===== src/sv/pwtg_pkg.sv =====
// Shared types, codes and constant tables of the periodic waveform generator.
// No dependencies; every other RTL file refers to it by scoped names.
`default_nettype none
package pwtg_pkg;

  localparam int unsigned PointBits = 8;   // 256 points per period
  localparam int unsigned CodeBits  = 12;  // DAC code width

  localparam logic [2:0] KIND_SINE     = 3'd0;
  localparam logic [2:0] KIND_SQUARE   = 3'd1;
  localparam logic [2:0] KIND_TRIANGLE = 3'd2;
  localparam logic [2:0] KIND_EKG      = 3'd3;
  localparam logic [2:0] KIND_DC       = 3'd4;

  localparam logic [1:0] REG_WAVE_KIND = 2'd0;
  localparam logic [1:0] REG_LOW_CODE  = 2'd1;
  localparam logic [1:0] REG_HIGH_CODE = 2'd2;

  localparam logic [1:0] CALC_DIRECT   = 2'd0;
  localparam logic [1:0] CALC_SINE     = 2'd1;
  localparam logic [1:0] CALC_TRI_UP   = 2'd2;
  localparam logic [1:0] CALC_TRI_DOWN = 2'd3;

  typedef struct packed {
    logic [2:0]          wave_kind;
    logic [CodeBits-1:0] low_code;
    logic [CodeBits-1:0] high_code;
  } cfg_t;

  // Point of the period with the offset sine value (Q1.15 plus one) for it.
  typedef struct packed {
    logic [PointBits-1:0] point;
    logic [16:0]          sine_u;
  } phase_item_t;

  // 32768 * sin(k * pi / 128), k = 0..64
  localparam logic [15:0] QUARTER_SINE [65] = '{
    16'd0,     16'd804,   16'd1608,  16'd2411,  16'd3212,  16'd4011,  16'd4808,  16'd5602,
    16'd6393,  16'd7180,  16'd7962,  16'd8740,  16'd9512,  16'd10279, 16'd11039, 16'd11793,
    16'd12540, 16'd13279, 16'd14010, 16'd14733, 16'd15447, 16'd16151, 16'd16846, 16'd17531,
    16'd18205, 16'd18868, 16'd19520, 16'd20160, 16'd20788, 16'd21403, 16'd22006, 16'd22595,
    16'd23170, 16'd23732, 16'd24279, 16'd24812, 16'd25330, 16'd25833, 16'd26320, 16'd26791,
    16'd27246, 16'd27684, 16'd28106, 16'd28511, 16'd28899, 16'd29269, 16'd29622, 16'd29957,
    16'd30274, 16'd30572, 16'd30853, 16'd31114, 16'd31357, 16'd31581, 16'd31786, 16'd31972,
    16'd32138, 16'd32286, 16'd32413, 16'd32522, 16'd32610, 16'd32679, 16'd32729, 16'd32758,
    16'd32768
  };

  localparam logic [11:0] EKG_POINTS [256] = '{
    12'd1690, 12'd1680, 12'd1680, 12'd1669, 12'd1648, 12'd1648, 12'd1648, 12'd1680,
    12'd1680, 12'd1690, 12'd1680, 12'd1680, 12'd1680, 12'd1680, 12'd1680, 12'd1658,
    12'd1690, 12'd1690, 12'd1712, 12'd1690, 12'd1690, 12'd1680, 12'd1669, 12'd1669,
    12'd1680, 12'd1690, 12'd1690, 12'd1680, 12'd1669, 12'd1669, 12'd1669, 12'd1680,
    12'd1680, 12'd1680, 12'd1669, 12'd1669, 12'd1680, 12'd1690, 12'd1690, 12'd1680,
    12'd1690, 12'd1690, 12'd1680, 12'd1690, 12'd1690, 12'd1712, 12'd1680, 12'd1680,
    12'd1658, 12'd1648, 12'd1648, 12'd1648, 12'd1669, 12'd1669, 12'd1680, 12'd1690,
    12'd1690, 12'd1701, 12'd1680, 12'd1680, 12'd1669, 12'd1680, 12'd1680, 12'd1680,
    12'd1701, 12'd1701, 12'd1701, 12'd1690, 12'd1690, 12'd1701, 12'd1712, 12'd1712,
    12'd1722, 12'd1712, 12'd1712, 12'd1690, 12'd1669, 12'd1669, 12'd1680, 12'd1690,
    12'd1690, 12'd1690, 12'd1733, 12'd1733, 12'd1765, 12'd1776, 12'd1861, 12'd1882,
    12'd1936, 12'd1936, 12'd1968, 12'd1989, 12'd1989, 12'd2032, 12'd2053, 12'd2053,
    12'd2085, 12'd2149, 12'd2069, 12'd2080, 12'd2058, 12'd2058, 12'd1930, 12'd1930,
    12'd1845, 12'd1824, 12'd1792, 12'd1872, 12'd1840, 12'd1754, 12'd1754, 12'd1722,
    12'd1680, 12'd1680, 12'd1680, 12'd1637, 12'd1637, 12'd1637, 12'd1637, 12'd1637,
    12'd1626, 12'd1648, 12'd1648, 12'd1637, 12'd1605, 12'd1605, 12'd1616, 12'd1680,
    12'd1680, 12'd1765, 12'd1776, 12'd1861, 12'd2042, 12'd2106, 12'd2021, 12'd1776,
    12'd2480, 12'd2400, 12'd2176, 12'd1632, 12'd1637, 12'd1360, 12'd933,  12'd928,
    12'd1962, 12'd1962, 12'd2042, 12'd2149, 12'd3141, 12'd3141, 12'd2320, 12'd1200,
    12'd1200, 12'd1392, 12'd1669, 12'd1669, 12'd1658, 12'd1701, 12'd1701, 12'd1701,
    12'd1701, 12'd1701, 12'd1722, 12'd1690, 12'd1690, 12'd1690, 12'd1680, 12'd1680,
    12'd1690, 12'd1690, 12'd1690, 12'd1669, 12'd1669, 12'd1669, 12'd1701, 12'd1733,
    12'd1733, 12'd1754, 12'd1744, 12'd1744, 12'd1733, 12'd1733, 12'd1733, 12'd1722,
    12'd1765, 12'd1765, 12'd1765, 12'd1733, 12'd1733, 12'd1733, 12'd1722, 12'd1722,
    12'd1701, 12'd1690, 12'd1690, 12'd1701, 12'd1690, 12'd1690, 12'd1701, 12'd1701,
    12'd1701, 12'd1701, 12'd1722, 12'd1722, 12'd1712, 12'd1722, 12'd1722, 12'd1733,
    12'd1733, 12'd1733, 12'd1733, 12'd1712, 12'd1712, 12'd1712, 12'd1733, 12'd1733,
    12'd1733, 12'd1733, 12'd1733, 12'd1733, 12'd1744, 12'd1744, 12'd1744, 12'd1744,
    12'd1744, 12'd1744, 12'd1733, 12'd1733, 12'd1722, 12'd1722, 12'd1722, 12'd1722,
    12'd1722, 12'd1722, 12'd1733, 12'd1722, 12'd1722, 12'd1722, 12'd1722, 12'd1722,
    12'd1701, 12'd1669, 12'd1669, 12'd1680, 12'd1690, 12'd1690, 12'd1690, 12'd1701,
    12'd1701, 12'd1712, 12'd1712, 12'd1712, 12'd1690, 12'd1669, 12'd1669, 12'd1680
  };

  // Sine of the point plus one, in units of 2^-15: 0..65536.
  function automatic logic [16:0] sine_offset(input logic [PointBits-1:0] point);
    logic [5:0]  r;
    logic [6:0]  mirror;
    logic [15:0] s;
    begin
      r      = point[5:0];
      mirror = 7'd64 - {1'b0, r};
      s      = point[6] ? QUARTER_SINE[mirror] : QUARTER_SINE[r];
      sine_offset = point[7] ? (17'd32768 - {1'b0, s}) : (17'd32768 + {1'b0, s});
    end
  endfunction

endpackage
`default_nettype wire


===== src/sv/periodic_waveform_table_generator.sv =====
// Periodic waveform generator: each accepted request on the input stream is
// one sample tick and yields one DAC code on the output stream, for sine,
// square, triangle, EKG table or DC shapes over a 256-point period. A new
// request is taken every clock cycle unless the output stalls. A result
// passes the input register, the register after the single 13 x 18
// multiplier and the output register. A stage holds while the next one is
// full and held, so a stalled output backs up at most three items.
// tlast marks the last point of the period. Configuration writes belong to
// idle periods. Depends on pwtg_pkg, pwtg_cfg, pwtg_phase and pwtg_calc.
`default_nettype none
module periodic_waveform_table_generator (
  input  wire logic        clk,
  input  wire logic        rst,
  input  wire logic        cfg_we,
  input  wire logic [1:0]  cfg_index,
  input  wire logic [11:0] cfg_data,
  input  wire logic        s_tvalid,
  output logic             s_tready,
  input  wire logic [7:0]  s_tdata,   // [0] restart, [7:1] zero
  output logic             m_tvalid,
  input  wire logic        m_tready,
  output logic [23:0]      m_tdata,   // [11:0] sample, [19:12] point_index, [23:20] zero
  output logic             m_tlast    // period_end
);

  pwtg_pkg::cfg_t                 cfg;
  pwtg_pkg::phase_item_t          item;
  logic                           item_valid;
  logic                           item_ready;
  logic [pwtg_pkg::CodeBits-1:0]  sample;
  logic [pwtg_pkg::PointBits-1:0] point;

  pwtg_cfg u_cfg (
    .clk       (clk),
    .rst       (rst),
    .cfg_we    (cfg_we),
    .cfg_index (cfg_index),
    .cfg_data  (cfg_data),
    .cfg       (cfg)
  );

  pwtg_phase u_phase (
    .clk        (clk),
    .rst        (rst),
    .in_valid   (s_tvalid),
    .in_ready   (s_tready),
    .restart    (s_tdata[0]),
    .item_valid (item_valid),
    .item_ready (item_ready),
    .item       (item)
  );

  pwtg_calc u_calc (
    .clk        (clk),
    .rst        (rst),
    .cfg        (cfg),
    .item_valid (item_valid),
    .item_ready (item_ready),
    .item       (item),
    .out_valid  (m_tvalid),
    .out_ready  (m_tready),
    .out_sample (sample),
    .out_point  (point)
  );

  assign m_tdata = {4'd0, point, sample};
  assign m_tlast = (point == '1);

endmodule
`default_nettype wire


===== src/sv/pwtg_cfg.sv =====
// Configuration registers of the waveform generator: kind and the two levels.
// Depends on pwtg_pkg for the register indexes and the cfg_t bundle.
`default_nettype none
module pwtg_cfg (
  input  wire logic                           clk,
  input  wire logic                           rst,
  input  wire logic                           cfg_we,
  input  wire logic [1:0]                     cfg_index,
  input  wire logic [pwtg_pkg::CodeBits-1:0]  cfg_data,
  output pwtg_pkg::cfg_t                      cfg
);

  pwtg_pkg::cfg_t cfg_reg;

  always_ff @(posedge clk) begin
    if (rst) begin
      cfg_reg.wave_kind <= pwtg_pkg::KIND_SINE;
      cfg_reg.low_code  <= '0;
      cfg_reg.high_code <= '1;
    end else if (cfg_we) begin
      case (cfg_index)
        pwtg_pkg::REG_WAVE_KIND: cfg_reg.wave_kind <= cfg_data[2:0];
        pwtg_pkg::REG_LOW_CODE:  cfg_reg.low_code  <= cfg_data;
        pwtg_pkg::REG_HIGH_CODE: cfg_reg.high_code <= cfg_data;
        default: ;
      endcase
    end
  end

  assign cfg = cfg_reg;

endmodule
`default_nettype wire


===== src/sv/pwtg_phase.sv =====
// Input stage: phase counter with restart, and the sine lookup for the point.
// Depends on pwtg_pkg for the quarter-wave table and phase_item_t.
`default_nettype none
module pwtg_phase (
  input  wire logic          clk,
  input  wire logic          rst,
  input  wire logic          in_valid,
  output logic               in_ready,
  input  wire logic          restart,
  output logic               item_valid,
  input  wire logic          item_ready,
  output pwtg_pkg::phase_item_t item
);

  logic [pwtg_pkg::PointBits-1:0] phase;
  logic [pwtg_pkg::PointBits-1:0] point_now;
  logic                           valid;
  pwtg_pkg::phase_item_t          item_reg;
  logic                           accept;

  assign in_ready  = !valid || item_ready;
  assign accept    = in_valid && in_ready;
  assign point_now = restart ? '0 : phase;

  // The counter is 8 bits wide, so it wraps to zero after the last point.
  always_ff @(posedge clk) begin
    if (rst) begin
      phase <= '0;
      valid <= 1'b0;
    end else begin
      if (in_ready) valid <= in_valid;
      if (accept) phase <= point_now + 8'd1;
    end
  end

  always_ff @(posedge clk) begin
    if (accept) begin
      item_reg.point  <= point_now;
      item_reg.sine_u <= pwtg_pkg::sine_offset(point_now);
    end
  end

  assign item_valid = valid;
  assign item       = item_reg;

endmodule
`default_nettype wire


===== src/sv/pwtg_calc.sv =====
// Shape stages: one multiply for sine or triangle, then offset, rounding and
// saturation into the output register. Depends on pwtg_pkg.
`default_nettype none
module pwtg_calc (
  input  wire logic                             clk,
  input  wire logic                             rst,
  input  wire pwtg_pkg::cfg_t                   cfg,
  input  wire logic                             item_valid,
  output logic                                  item_ready,
  input  wire pwtg_pkg::phase_item_t            item,
  output logic                                  out_valid,
  input  wire logic                             out_ready,
  output logic [pwtg_pkg::CodeBits-1:0]         out_sample,
  output logic [pwtg_pkg::PointBits-1:0]        out_point
);

  logic                            v2;
  logic                            v3;
  logic                            en2;
  logic                            en3;
  logic signed [12:0]              diff;
  logic signed [17:0]              mul_a;
  logic [1:0]                      mode;
  logic [pwtg_pkg::CodeBits-1:0]   direct;
  logic signed [30:0]              prod;
  logic [1:0]                      mode2;
  logic [pwtg_pkg::CodeBits-1:0]   direct2;
  logic [pwtg_pkg::PointBits-1:0]  point2;
  logic signed [31:0]              prod_x;
  logic signed [31:0]              low_x;
  logic signed [31:0]              high_x;
  logic signed [31:0]              num;
  logic [pwtg_pkg::CodeBits-1:0]   sample_next;
  logic [pwtg_pkg::CodeBits-1:0]   sample;
  logic [pwtg_pkg::PointBits-1:0]  point3;

  assign en3        = !v3 || out_ready;
  assign en2        = !v2 || en3;
  assign item_ready = en2;

  assign diff = $signed({1'b0, cfg.high_code}) - $signed({1'b0, cfg.low_code});

  // Triangle step is d * 512 in 16-bit fraction, so the multiply is by the
  // distance into the current half, and the shift comes after.
  always_comb begin
    mode   = pwtg_pkg::CALC_DIRECT;
    direct = cfg.low_code;
    mul_a  = $signed({1'b0, item.sine_u});
    case (cfg.wave_kind)
      pwtg_pkg::KIND_SINE: mode = pwtg_pkg::CALC_SINE;
      pwtg_pkg::KIND_SQUARE: direct = item.point[7] ? cfg.high_code : cfg.low_code;
      pwtg_pkg::KIND_TRIANGLE: begin
        mul_a = $signed({11'd0, item.point[6:0]});
        if (item.point == '1) mode = pwtg_pkg::CALC_DIRECT;
        else if (item.point[7]) mode = pwtg_pkg::CALC_TRI_DOWN;
        else mode = pwtg_pkg::CALC_TRI_UP;
      end
      pwtg_pkg::KIND_EKG: direct = pwtg_pkg::EKG_POINTS[item.point];
      default: ;
    endcase
  end

  always_ff @(posedge clk) begin
    if (rst) begin
      v2 <= 1'b0;
      v3 <= 1'b0;
    end else begin
      if (en2) v2 <= item_valid;
      if (en3) v3 <= v2;
    end
  end

  always_ff @(posedge clk) begin
    if (en2 && item_valid) begin
      prod    <= 31'(diff) * 31'(mul_a);
      mode2   <= mode;
      direct2 <= direct;
      point2  <= item.point;
    end
  end

  assign prod_x = {prod[30], prod};
  assign low_x  = $signed({4'd0, cfg.low_code, 16'd0});
  assign high_x = $signed({4'd0, cfg.high_code, 16'd0});

  always_comb begin
    case (mode2)
      pwtg_pkg::CALC_SINE:     num = low_x + prod_x + 32'sd32768;
      pwtg_pkg::CALC_TRI_UP:   num = low_x + (prod_x <<< 9);
      pwtg_pkg::CALC_TRI_DOWN: num = high_x - (prod_x <<< 9);
      default:                 num = '0;
    endcase
    if (mode2 == pwtg_pkg::CALC_DIRECT) sample_next = direct2;
    else if (num[31]) sample_next = '0;
    else if (|num[30:28]) sample_next = '1;
    else sample_next = num[27:16];
  end

  always_ff @(posedge clk) begin
    if (en3 && v2) begin
      sample <= sample_next;
      point3 <= point2;
    end
  end

  assign out_valid  = v3;
  assign out_sample = sample;
  assign out_point  = point3;

endmodule
`default_nettype wire


===== config.mk =====
export PLATFORM = sky130hd
export DESIGN_NAME = periodic_waveform_table_generator
export DESIGN_NICKNAME = d
export VERILOG_FILES = /design/src/sv/pwtg_pkg.sv /design/src/sv/periodic_waveform_table_generator.sv /design/src/sv/pwtg_cfg.sv /design/src/sv/pwtg_phase.sv /design/src/sv/pwtg_calc.sv
export SDC_FILE = /design/constraint.sdc
export NUM_CORES = 1
export LEC_CHECK = 0
export ABC_AREA = 1
export BUFFER_PORTS_ARGS = -buffer_cell sky130_fd_sc_hd__buf_2
export CAP_MARGIN = 15
export CORE_ASPECT_RATIO = 0.8
export CORE_MARGIN = 10
export CORE_UTILIZATION = 45
export CTS_CLUSTER_SIZE = 40
export DETAILED_ROUTE_END_ITERATION = 10
export RECOVER_POWER = 25
export REMOVE_ABC_BUFFERS = 1
export SLEW_MARGIN = 20
export SYNTH_ARGS = -nofsm -noshare
export SYNTH_HDL_FRONTEND = slang
export SYNTH_SLANG_ARGS = --single-unit

===== constraint.sdc =====
create_clock -name clk -period 7.1 [get_ports clk]
set_clock_uncertainty 0.15 [all_clocks]
set_input_delay 0.71 -clock clk [delete_from_list [all_inputs] [get_ports clk]]
set_output_delay 0.71 -clock clk [all_outputs]
set_load 0.05 [all_outputs]

# ---- After elaboration in Yosys (flattened, before gate mapping)
# Memories as Yosys holds them, arrays and structs flattened.
# Cells that the tools add are included.
dict set report word_totals {
  reg_bits 136
  romBits 7168
  out_inout_bits 27
  n_memories 3
}
dict set report op_classes {
  addsub 9
  multipliers 1
  magnitude_cmp 3
  n_eq_ne 10
  muxes 19
  bitwise 3
  n_reduce_logical 16
}
# memory depth word_bits read_ports rd_clocked_by_memory_dff write_ports line
set mem_list {}
lappend mem_list {{(name not given)} 256 12 1 0 0 pwtg_calc.sv:58} ;# pwtg_pkg::KIND_EKG: direct = pwtg_pkg::EKG_POINTS[item.point];
lappend mem_list {{(name not given)} 128 16 1 0 0 pwtg_pkg.sv:92} ;# s = point[6] ? QUARTER_SINE[mirror] : QUARTER_SINE[r];
lappend mem_list {{(name not given)} 128 16 1 0 0 pwtg_pkg.sv:92}
# op count
set op_table {}
lappend op_table {{$pmux 32 s3} 1}
lappend op_table {{$mux 16} 5}
lappend op_table {{$mux 12} 6}
lappend op_table {{$mux 17} 2}
lappend op_table {{$add 29x31->32} 1}
lappend op_table {{$add 29x32->32} 1}
lappend op_table {{$add 32x17->32 const B} 1}
lappend op_table {{$sub 29x32->32} 1}
lappend op_table {{$mul 13x18->31} 1}
lappend op_table {{$pmux 12 s2} 1}
lappend op_table {{$add 16x16->17 const A} 1}
lappend op_table {{$sub 16x16->17 const A} 1}
lappend op_table {{$eq 8x8->1 const B} 2}
lappend op_table {{$sub 12x12->13} 1}
lappend op_table {{$ge 9x9->1 const B} 1}
lappend op_table {{$not 8->9} 1}
lappend op_table {{$add 8x1->8 const B} 1}
lappend op_table {{$ge 7x8->1 const B} 1}
lappend op_table {{$ge 8x8->1 const B} 1}
lappend op_table {{$mux 8} 1}
lappend op_table {{$not 7->8} 1}
lappend op_table {{$not 6->7} 1}
lappend op_table {{$sub 7x6->7 const A} 1}
lappend op_table {{$eq 2x2->1 const B} 3}
lappend op_table {{13 further kinds} 24}

# ---- Logic depth before layout (Yosys ltp)
# Gate-level depths: netlist of the first run.
dict set report depth {
  depth_word 9
  depth_mapped 36
}

# ---- Modules after synthesis
# A second synthesis of the first run with hierarchy kept.
dict set report hier_totals {
  hier_cells 3137
  hier_area_um2 21426.8
}
# mod instances cells_per_inst area_each_um2 seq_area_each_um2
set modules_own_cells {}
lappend modules_own_cells {pwtg_calc 1 2198 15673.8 2232.1}
lappend modules_own_cells {pwtg_phase 1 770 4583.1 930.9}
lappend modules_own_cells {pwtg_cfg 1 153 1094.8 540.5}
lappend modules_own_cells {periodic_waveform_table_generator 1 16 75.1 0.0}

# ---- Worst setup path after synthesis of the first run
# No wires, ideal clock.
dict set report synth_timing {
  path_type {register -> register}
  from {register u_cfg.cfg_reg (netlist bit u_cfg.cfg[0])}
  to {register u_calc.prod[28] (data pin)}
  arrival_time_ns 6.803
  required_ns 6.698
  setup_slack_ns -0.106
  stages_incl_launch_ff 35
  n_path_buf 1
  synth_period_minus_slack_ns 7.206
  cell_sequence {dfxtp_1 inv_1 ha_1 fa_1 nand3b_1 nand2_1 nand2_1 nand2_1 a21o_1 or2_2 nand2_1 inv_1 clkbuf_1 nand2_1 fa_1 fa_1 inv_1 fa_1 fa_1 fa_1 inv_1 fa_1 inv_1 ha_1 nand2_1 nor2_1 inv_1 o21bai_1 nand3_1 nand3b_1 o21ai_0 o21bai_1 nand2_1 nand3_1 nand2_1}
}
dict set report synth_via {
  elab_chain_len 2
}
# item line
set synth_lines {}
lappend synth_lines {{start, declared} pwtg_cfg.sv:13} ;# pwtg_pkg::cfg_t cfg_reg;
lappend synth_lines {{$sub 12x12->13} pwtg_calc.sv:41} ;# assign diff = $signed({1'b0, cfg.high_code}) - $signed({1'b0, cfg.low_code});
lappend synth_lines {{$mul 13x18->31} pwtg_calc.sv:75} ;# prod <= 31'(diff) * 31'(mul_a);
lappend synth_lines {{end signal, assigned} pwtg_calc.sv:75}
lappend synth_lines {{end, declared} pwtg_calc.sv:25} ;# logic signed [30:0] prod;
# No other way between the ends.
# A chain may end at the register's enable or synchronous reset.

# ---- Worst setup path in the final report of the first run
dict set report layout_timing {
  from {register u_cfg.cfg_reg (netlist bit u_cfg.cfg[14])}
  to {register u_calc.prod[24] (data pin)}
}
# Same word-level chain as after synthesis.

==> results of run 1 <==
stage by stage:
| stage | utilization | TNS, ns | setup slack [ns] |
|---|---|---|---|
| 2_1_floorplan | - | -1.46 | -0.293 |
| 3_3_place_gp | 0.496 | -0.579 | -0.125 |
| 3_5_place_dp | 0.496 | -1.47 | -0.266 |
| 4_1_cts | 0.510 | 0 | 0.0192 |
| 5_1_grt | 0.519 | -0.368 | -0.104 |
| 6_report | 0.519 | 0 | 0.284 |
critical path, delay by kind of cell (launching register included):
family                     cells  cell delay (ns)
AOI/OAI and AO/OA              9             1.16
xor gates and xnor gates       2             0.32
adders and majority gates      8             3.56
buffers and inverters          6             0.38
DFF                            1             0.34
and+or+nand+nor                5             0.63
final cells by class:
| cell class | count | area share |
|---|---|---|
| inverters | 408 | 0.0673 |
| clock inverters | 14 | 0.00585 |
| repair buffers | 222 | 0.0670 |
| flip-flops and latches | 136 | 0.161 |
| clock buffers | 18 | 0.0186 |
| multi-input cells | 2237 | 0.648 |
| well taps | 603 | 0.0327 |
routing by layer:
| layer | vias up | track usage | wire, um |
|---|---|---|---|
| li1 | 9627 | - | - |
| met1 | 9687 | 0.378 | 33300 |
| met2 | 911 | 0.386 | 30100 |
| met3 | 95 | 0.0448 | 5950 |
| met4 | 2 | 0.0652 | 1510 |
| met5 | - | 0 | 20 |
cells in the final DEF (no fill, tap or decap), types with 6 or more instances in the layout:
cell type,n
inv_1,376
nand3b_1,10
clkbuf_16,17
edfxtp_1,98
xnor2_1,14
nand2_2,13
nand2_1,781
dfxtp_1,34
o21a_1,6
buf_2,37
a22oi_1,7
ha_4,18
nor3_1,16
o211ai_1,31
clkbuf_1,16
a21o_1,6
ha_1,177
a21oi_2,15
o21ai_2,6
xor2_1,28
or2_2,18
nand3_1,239
o21ai_0,150
o21bai_1,8
a21oi_1,167
fa_1,164
nor2_1,245
buf_4,167
o21ai_1,14
nand4_1,18
nand2_4,6
clkinv_1,9
o22ai_1,6
inv_2,18
worst max-delay path by stage:
stage / start / to / slack, ns / cells past startpoint
2_1_floorplan: u_cfg.cfg[14] / u_calc.prod[28] / -0.29 / 33
3_5_place_dp: u_cfg.cfg[0] / u_calc.prod[27] / -0.27 / 31
4_1_cts: u_cfg.cfg[15] / u_calc.prod[30] / 0.02 / 30
6_report: u_cfg.cfg[14] / u_calc.prod[24] / 0.28 / 30
3_3_place_gp: u_cfg.cfg[14] / u_calc.prod[27] / -0.12 / 31
5_1_grt: u_cfg.cfg[14] / u_calc.prod[28] / -0.10 / 32
repair_timing:
action	4_1_cts	5_1_grt
pin swaps	12	54
resized for setup	25	87
setup buffers	1	6
setup endpoints to repair	12	16
cell families after synthesis:
group                    Yosys count  synth area share
buffers and inverters            503             0.101
adder cells (fa/ha/maj)          365             0.288
AND/OR/NAND/NOR                 1366             0.282
flip-flops                       136             0.183
other                              1          0.000185
XOR/XNOR                          43            0.0186
AO/OA/AOI/OAI                    459             0.128
==> flow_metrics.py, run 1 <==
metrics = {
    "worst_setup_path": {
        "rr_endpoint": "u_calc.prod[24]",
        "worst_setup_path_start_kind": "register",
        "r2r_slack_ns": 0.28,
        "reg2reg_from": "u_cfg.cfg[14]",
        "max_stage_delay_ns": 0.54,
        "cp-end-kind": "register",
        "crit_fanout": 4,
        "path_class": "reg2reg",
        "slowest_stage": "fa_1",
        "cp_data_required_time_ns": 7.14,
        "path_common_cell": "fa_1",
        "cp_data_arrival_time_ns": 6.85,
        "rr_worst_depth": 30,
    },
    "routing": {
        "first_pass_iters": 6,
        "antenna_left": 0,
        "via_per_inst": 5.59,
        "finalWirelength_mm": 70.8,
        "drc_errors": 0,
        "via_count": 20322,
        "drt_iter0_markers": 2108,
        "wl_per_cell_um": 19.5,
    },
    "yosys": {
        "synth_area_leader_cell": "fa_1",
        "ys_ff_latch": 136,
        "synth_seq_area_share": 0.183,
        "yosysUniqueCellTypes": 59,
        "syn_area_per_cell_um2": 7.05,
        "ys_warn_count": 0,
        "synth_most_common_cell": "nand2_1",
        "synth_edf_count": 98,
        "synth_top_cell_area_share": 0.166,
        "synth_area_leaders": "fa_1, nand2_1, edfxtp_1",
        "async_flop_share": 0,
        "synthFlopType": "edfxtp_1",
        "netlist_area_um2": 20200,
        "netlist_top_cells_count": "nand2_1, inv_1, nor2_1, nand3_1, ha_1",
        "synth_cells": 2873,
    },
    "final_layout": {
        "ff_latch_area_um2": 3710,
        "nFillCells": 4419,
        "fin_nets": 3414,
        "design_area_um2": 23100,
        "area_growth_pct": 14.0,
        "largest_register_ff_count": 31,
        "stdcell_count": 3638,
        "drive_above_1_share": 0.123,
        "multi_input_area_um2": 15000,
        "antennaDiodeCount": 0,
    },
    "sta": {
        "rsz0062_at_grt": "true",
        "worst_hold_slack_ns": 0.268,
        "period_minus_slack_ns": 6.82,
        "max_freq_mhz": 147,
        "worst_pin_slew_ns": 2.91,
        "drv_slew": 146,
        "setup_violations": 0,
        "relSlewSlack": -0.939,
        "period_share": 0.960,
        "hold_viol": 0,
    },
    "floorplan": {
        "rows": 69,
        "start_util": 0.455,
        "io_pins": 54,
        "dieWidth_um": 257,
        "die_y_um": 210,
        "die_area_um2": 53900,
        "core-area_um2": 44500,
    },
    "grt": {
        "grt_pass1_wl_mm": 111,
        "grt_max_degree": 54,
        "grt-ovfl-total": 0,
        "antenna_found_initial": 1,
        "grt_pass1_vias": 19561,
        "track_usage": 0.258,
    },
    "hold_path": {
        "min_path_cells": 0,
        "holdPathEnd": "u_calc.out_point[4]",
        "hold_class": "reg2reg",
        "hp-start": "u_calc.point2[4]",
    },
    "cts": {
        "cts_buffer_depth": 2,
        "cts-htree-levels": 4,
        "numCtsBuffers": 17,
        "cts_root_buf": "clkbuf_16",
        "clk_pin_slew_ns": 0.07,
        "tritoncts": "yes",
        "cts_hold_buf": 0,
        "clk_latency_ns": 0.45,
        "cts.sinks": 136,
    },
    "placed_design": {
        "dp_hpwl_mm": 56.4,
        "numPortBuffers": 42,
        "dpl_cell_area_um2": 22000,
        "gp_congestion": 0.986,
        "placed_cells": 3599,
    },
    "run_status": {
        "violations": "capacitance limit, slew limit",
        "status": "complete, but fails checks",
    },
    "job": {
        "maxCapViolCount": 4,
    },
}
Power of run 1 is left out: the tool's default activity adds up to more than one toggle a clock period on the data nets, which glitch-free logic cannot reach.
==> run 2, diff against run 1 <==
--- a/config.mk
+++ b/config.mk
@@ -5,12 +5,12 @@
 export SDC_FILE = /design/constraint.sdc
 export NUM_CORES = 1
 export LEC_CHECK = 0
-export ABC_AREA = 1
 export BUFFER_PORTS_ARGS = -buffer_cell sky130_fd_sc_hd__buf_2
 export CAP_MARGIN = 15
 export CORE_ASPECT_RATIO = 0.8
 export CORE_MARGIN = 10
 export CORE_UTILIZATION = 45
+export CTS_CLUSTER_DIAMETER = 40
 export CTS_CLUSTER_SIZE = 40
 export DETAILED_ROUTE_END_ITERATION = 10
 export RECOVER_POWER = 25
==> flow_metrics.py, run 2 <==
metrics = {
    "final_layout": {
        "antennaDiodeCount": 0,
        "area_growth_pct": 18.8,
        "stdcell_count": 3333,
        "final_common_cell": "nand2_1",
        "drive_above_1_share": 0.194,
        "fin_nets": 3100,
        "largest_register_ff_count": 31,
        "layout_common_cells": "nand2_1, buf_4, inv_1",
    },
    "placed_design": {
        "pre_cts_slack_ns": -1.77,
        "placed_cells": 3268,
        "dp_hpwl_mm": 57.1,
        "gp_congestion": 0.963,
        "numPortBuffers": 42,
    },
    "yosys": {
        "ys_ff_latch": 136,
        "netlist_area_um2": 20800,
        "netlist_top_cells_count": "nand2_1, inv_1, nor2_1, ha_1, fa_1",
        "async_flop_share": 0,
        "synth_most_common_cell": "nand2_1",
        "synth_area_leaders": "fa_1, edfxtp_1, ha_1",
        "synthFlopType": "edfxtp_1",
        "syn_area_per_cell_um2": 8.31,
        "synth_top_cell_area_share": 0.161,
        "synth_seq_area_share": 0.178,
        "synth_edf_count": 98,
        "ys_warn_count": 0,
        "synth_area_leader_cell": "fa_1",
        "yosysUniqueCellTypes": 91,
        "synth_cells": 2510,
    },
    "sta": {
        "period_minus_slack_ns": 7.80,
        "drv_slew": 324,
        "hold_viol": 0,
        "worst_pin_slew_ns": 3.36,
        "timing.final.ws_setup_ns": -0.701,
        "setup_violations": 15,
        "relSlewSlack": -1.24,
        "period_share": 1.10,
        "max_freq_mhz": 128,
        "rsz0062_at_grt": "true",
    },
    "cts": {
        "cts.sinks": 136,
        "cts_root_buf": "clkbuf_16",
        "cts_buffer_depth": 2,
        "numCtsBuffers": 17,
        "clk_pin_slew_ns": 0.07,
        "tritoncts": "yes",
        "clk_latency_ns": 0.46,
        "cts-htree-levels": 4,
    },
    "hold_path": {
        "hold_class": "reg2reg",
        "hp-start": "u_calc.point2[1]",
    },
    "worst_setup_path": {
        "crit_start": "u_cfg.cfg[0]",
        "crit_fanout": 3,
        "cp-end-kind": "register",
        "reg2reg_from": "u_cfg.cfg[0]",
        "cp_data_required_time_ns": 7.14,
        "path_class": "reg2reg",
        "cp_data_arrival_time_ns": 7.84,
        "max_stage_delay_ns": 0.56,
        "worst_setup_path_start_kind": "register",
        "slowest_stage": "fa_1",
        "path_common_cell": "fa_1",
    },
    "routing": {
        "finalWirelength_mm": 74.1,
        "drc_errors": 0,
        "antenna_left": 0,
        "drt_iter0_markers": 2384,
        "via_count": 20054,
        "first_pass_iters": 6,
        "wl_per_cell_um": 22.2,
        "via_per_inst": 6.02,
    },
    "grt": {
        "track_usage": 0.265,
        "grt_pass1_wl_mm": 115,
        "grt_pass1_vias": 19390,
        "grt-ovfl-total": 0,
        "antenna_found_initial": 0,
        "grt_max_degree": 85,
    },
    "floorplan": {
        "core-area_um2": 45700,
        "start_util": 0.456,
        "io_pins": 54,
        "die_y_um": 213,
        "rows": 70,
        "dieWidth_um": 261,
        "die_area_um2": 55400,
    },
    "pwr": {
        "comb_power_share": 0.849,
        "netSwitchingPower_w": 0.00715,
        "power_frac_seq": 0.094,
        "power_frac_clock": 0.056,
        "swShare": 0.457,
        "p_leak_nw": 11.0,
        "intPower_w": 0.00851,
        "p_per_area_nw_per_um2": 632,
        "ir_worst_vdd_mv": 0.940,
    },
    "run_status": {
        "violations": "capacitance limit, slew limit, setup timing",
        "status": "complete, but fails checks",
    },
    "job": {
        "maxCapViolCount": 7,
    },
}
[run 2: changes by cell type in the layout (fill, tap and decap cells not counted), moves of 30 or more]
cell      delta
nand2_1    -488
nand3_1    -197
inv_1      -143
buf_4       +97
nand2b_1    +63
a21oi_1     -52
mux2i_1     +49
nor2b_1     +31
o21ai_0     -31
a211oi_1    +30
a31oi_1     +30
xnor2_1     +30
[run 2: cell families (layout without fill, tap and decap cells)]
logic type / after synthesis / count (layout) / share of synthesized area
mux: 72 / 72 / 0.0451
flops: 136 / 136 / 0.178
simple gates: 828 / 828 / 0.186
other cells: 1 / 4 / 0.000180
buf+inv: 412 / 620 / 0.0775
xor+xnor: 75 / 75 / 0.0315
compound gates: 621 / 621 / 0.203
fa+ha+maj: 365 / 365 / 0.280
[run 2: cell type report]
| type | count | area [um^2] |
|---|---|---|
| fill | 4264 | 21000 |
| inverter | 247 | 930 |
| sequential | 136 | 3710 |
| multi-input combinational | 1965 | 16200 |
| clock buffer | 18 | 429 |
| timing repair buffer | 341 | 2550 |
| tap | 612 | 766 |
| clock inverter | 14 | 138 |
[run 2: metal layers]
metal / GRT usage / part of all wire
met1: 0.397 / 0.47
met5: 0 / 0
met2: 0.381 / 0.42
met3: 0.0543 / 0.088
met4: 0.0612 / 0.018
[run 2: final timing paths]
kind                         endpoint  slack (ns)  cells after the start
hold / removal    u_calc.out_point[1]        0.27                      0
setup reg to reg      u_calc.prod[30]       -0.70                     31
hold reg to reg   u_calc.out_point[1]        0.27                      0
setup / recovery      u_calc.prod[30]       -0.70                     31
[run 2: power groups by stage]
| stage | logic, W | clock network [W] | registers (W) |
|---|---|---|---|
| 3_5_place_dp | 0.0101 | 0 | 0.00149 |
| 2_1_floorplan | 0.00622 | 0 | 0.00148 |
| 3_3_place_gp | 0.00992 | 0 | 0.00149 |
| 5_1_grt | 0.0146 | 0.000933 | 0.00148 |
| 6_report | 0.0133 | 0.000882 | 0.00148 |
| 4_1_cts | 0.0120 | 0.000896 | 0.00147 |
[run 2: through the flow]
stage          power [W]  cell area, um^2  setup TNS (ns)  hold slack, ns  utilization
6_report          0.0157            24800           -6.27           0.268        0.542
3_5_place_dp      0.0116            23200          -18.32           0.256        0.508
5_1_grt           0.0170            24800          -10.44           0.281        0.542
3_3_place_gp      0.0114            23200          -16.78           0.250        0.508
2_1_floorplan    0.00770            20200          -27.54           0.250            -
4_1_cts           0.0144            24400           -4.57           0.270        0.534
[run 2: critical path, delay by kind of cell (launching register included)]
family,cells,cell delay [ns]
AND/OR/NAND/NOR,6,1.16
AO/OA/AOI/OAI,11,1.82
adder cells (fa/ha/maj),9,3.74
buffers and inverters,5,0.33
flip-flops,1,0.33
[run 2: repair_timing]
item | in CTS | in global routing
setup buffers | 20 | 15
resized for setup | 108 | 57
cloned | 0 | 0
setup endpoints to repair | 18 | 18
hold buffers | 0 | 0
pin swaps | 98 | 67
(Power assumes the default switching activity.)
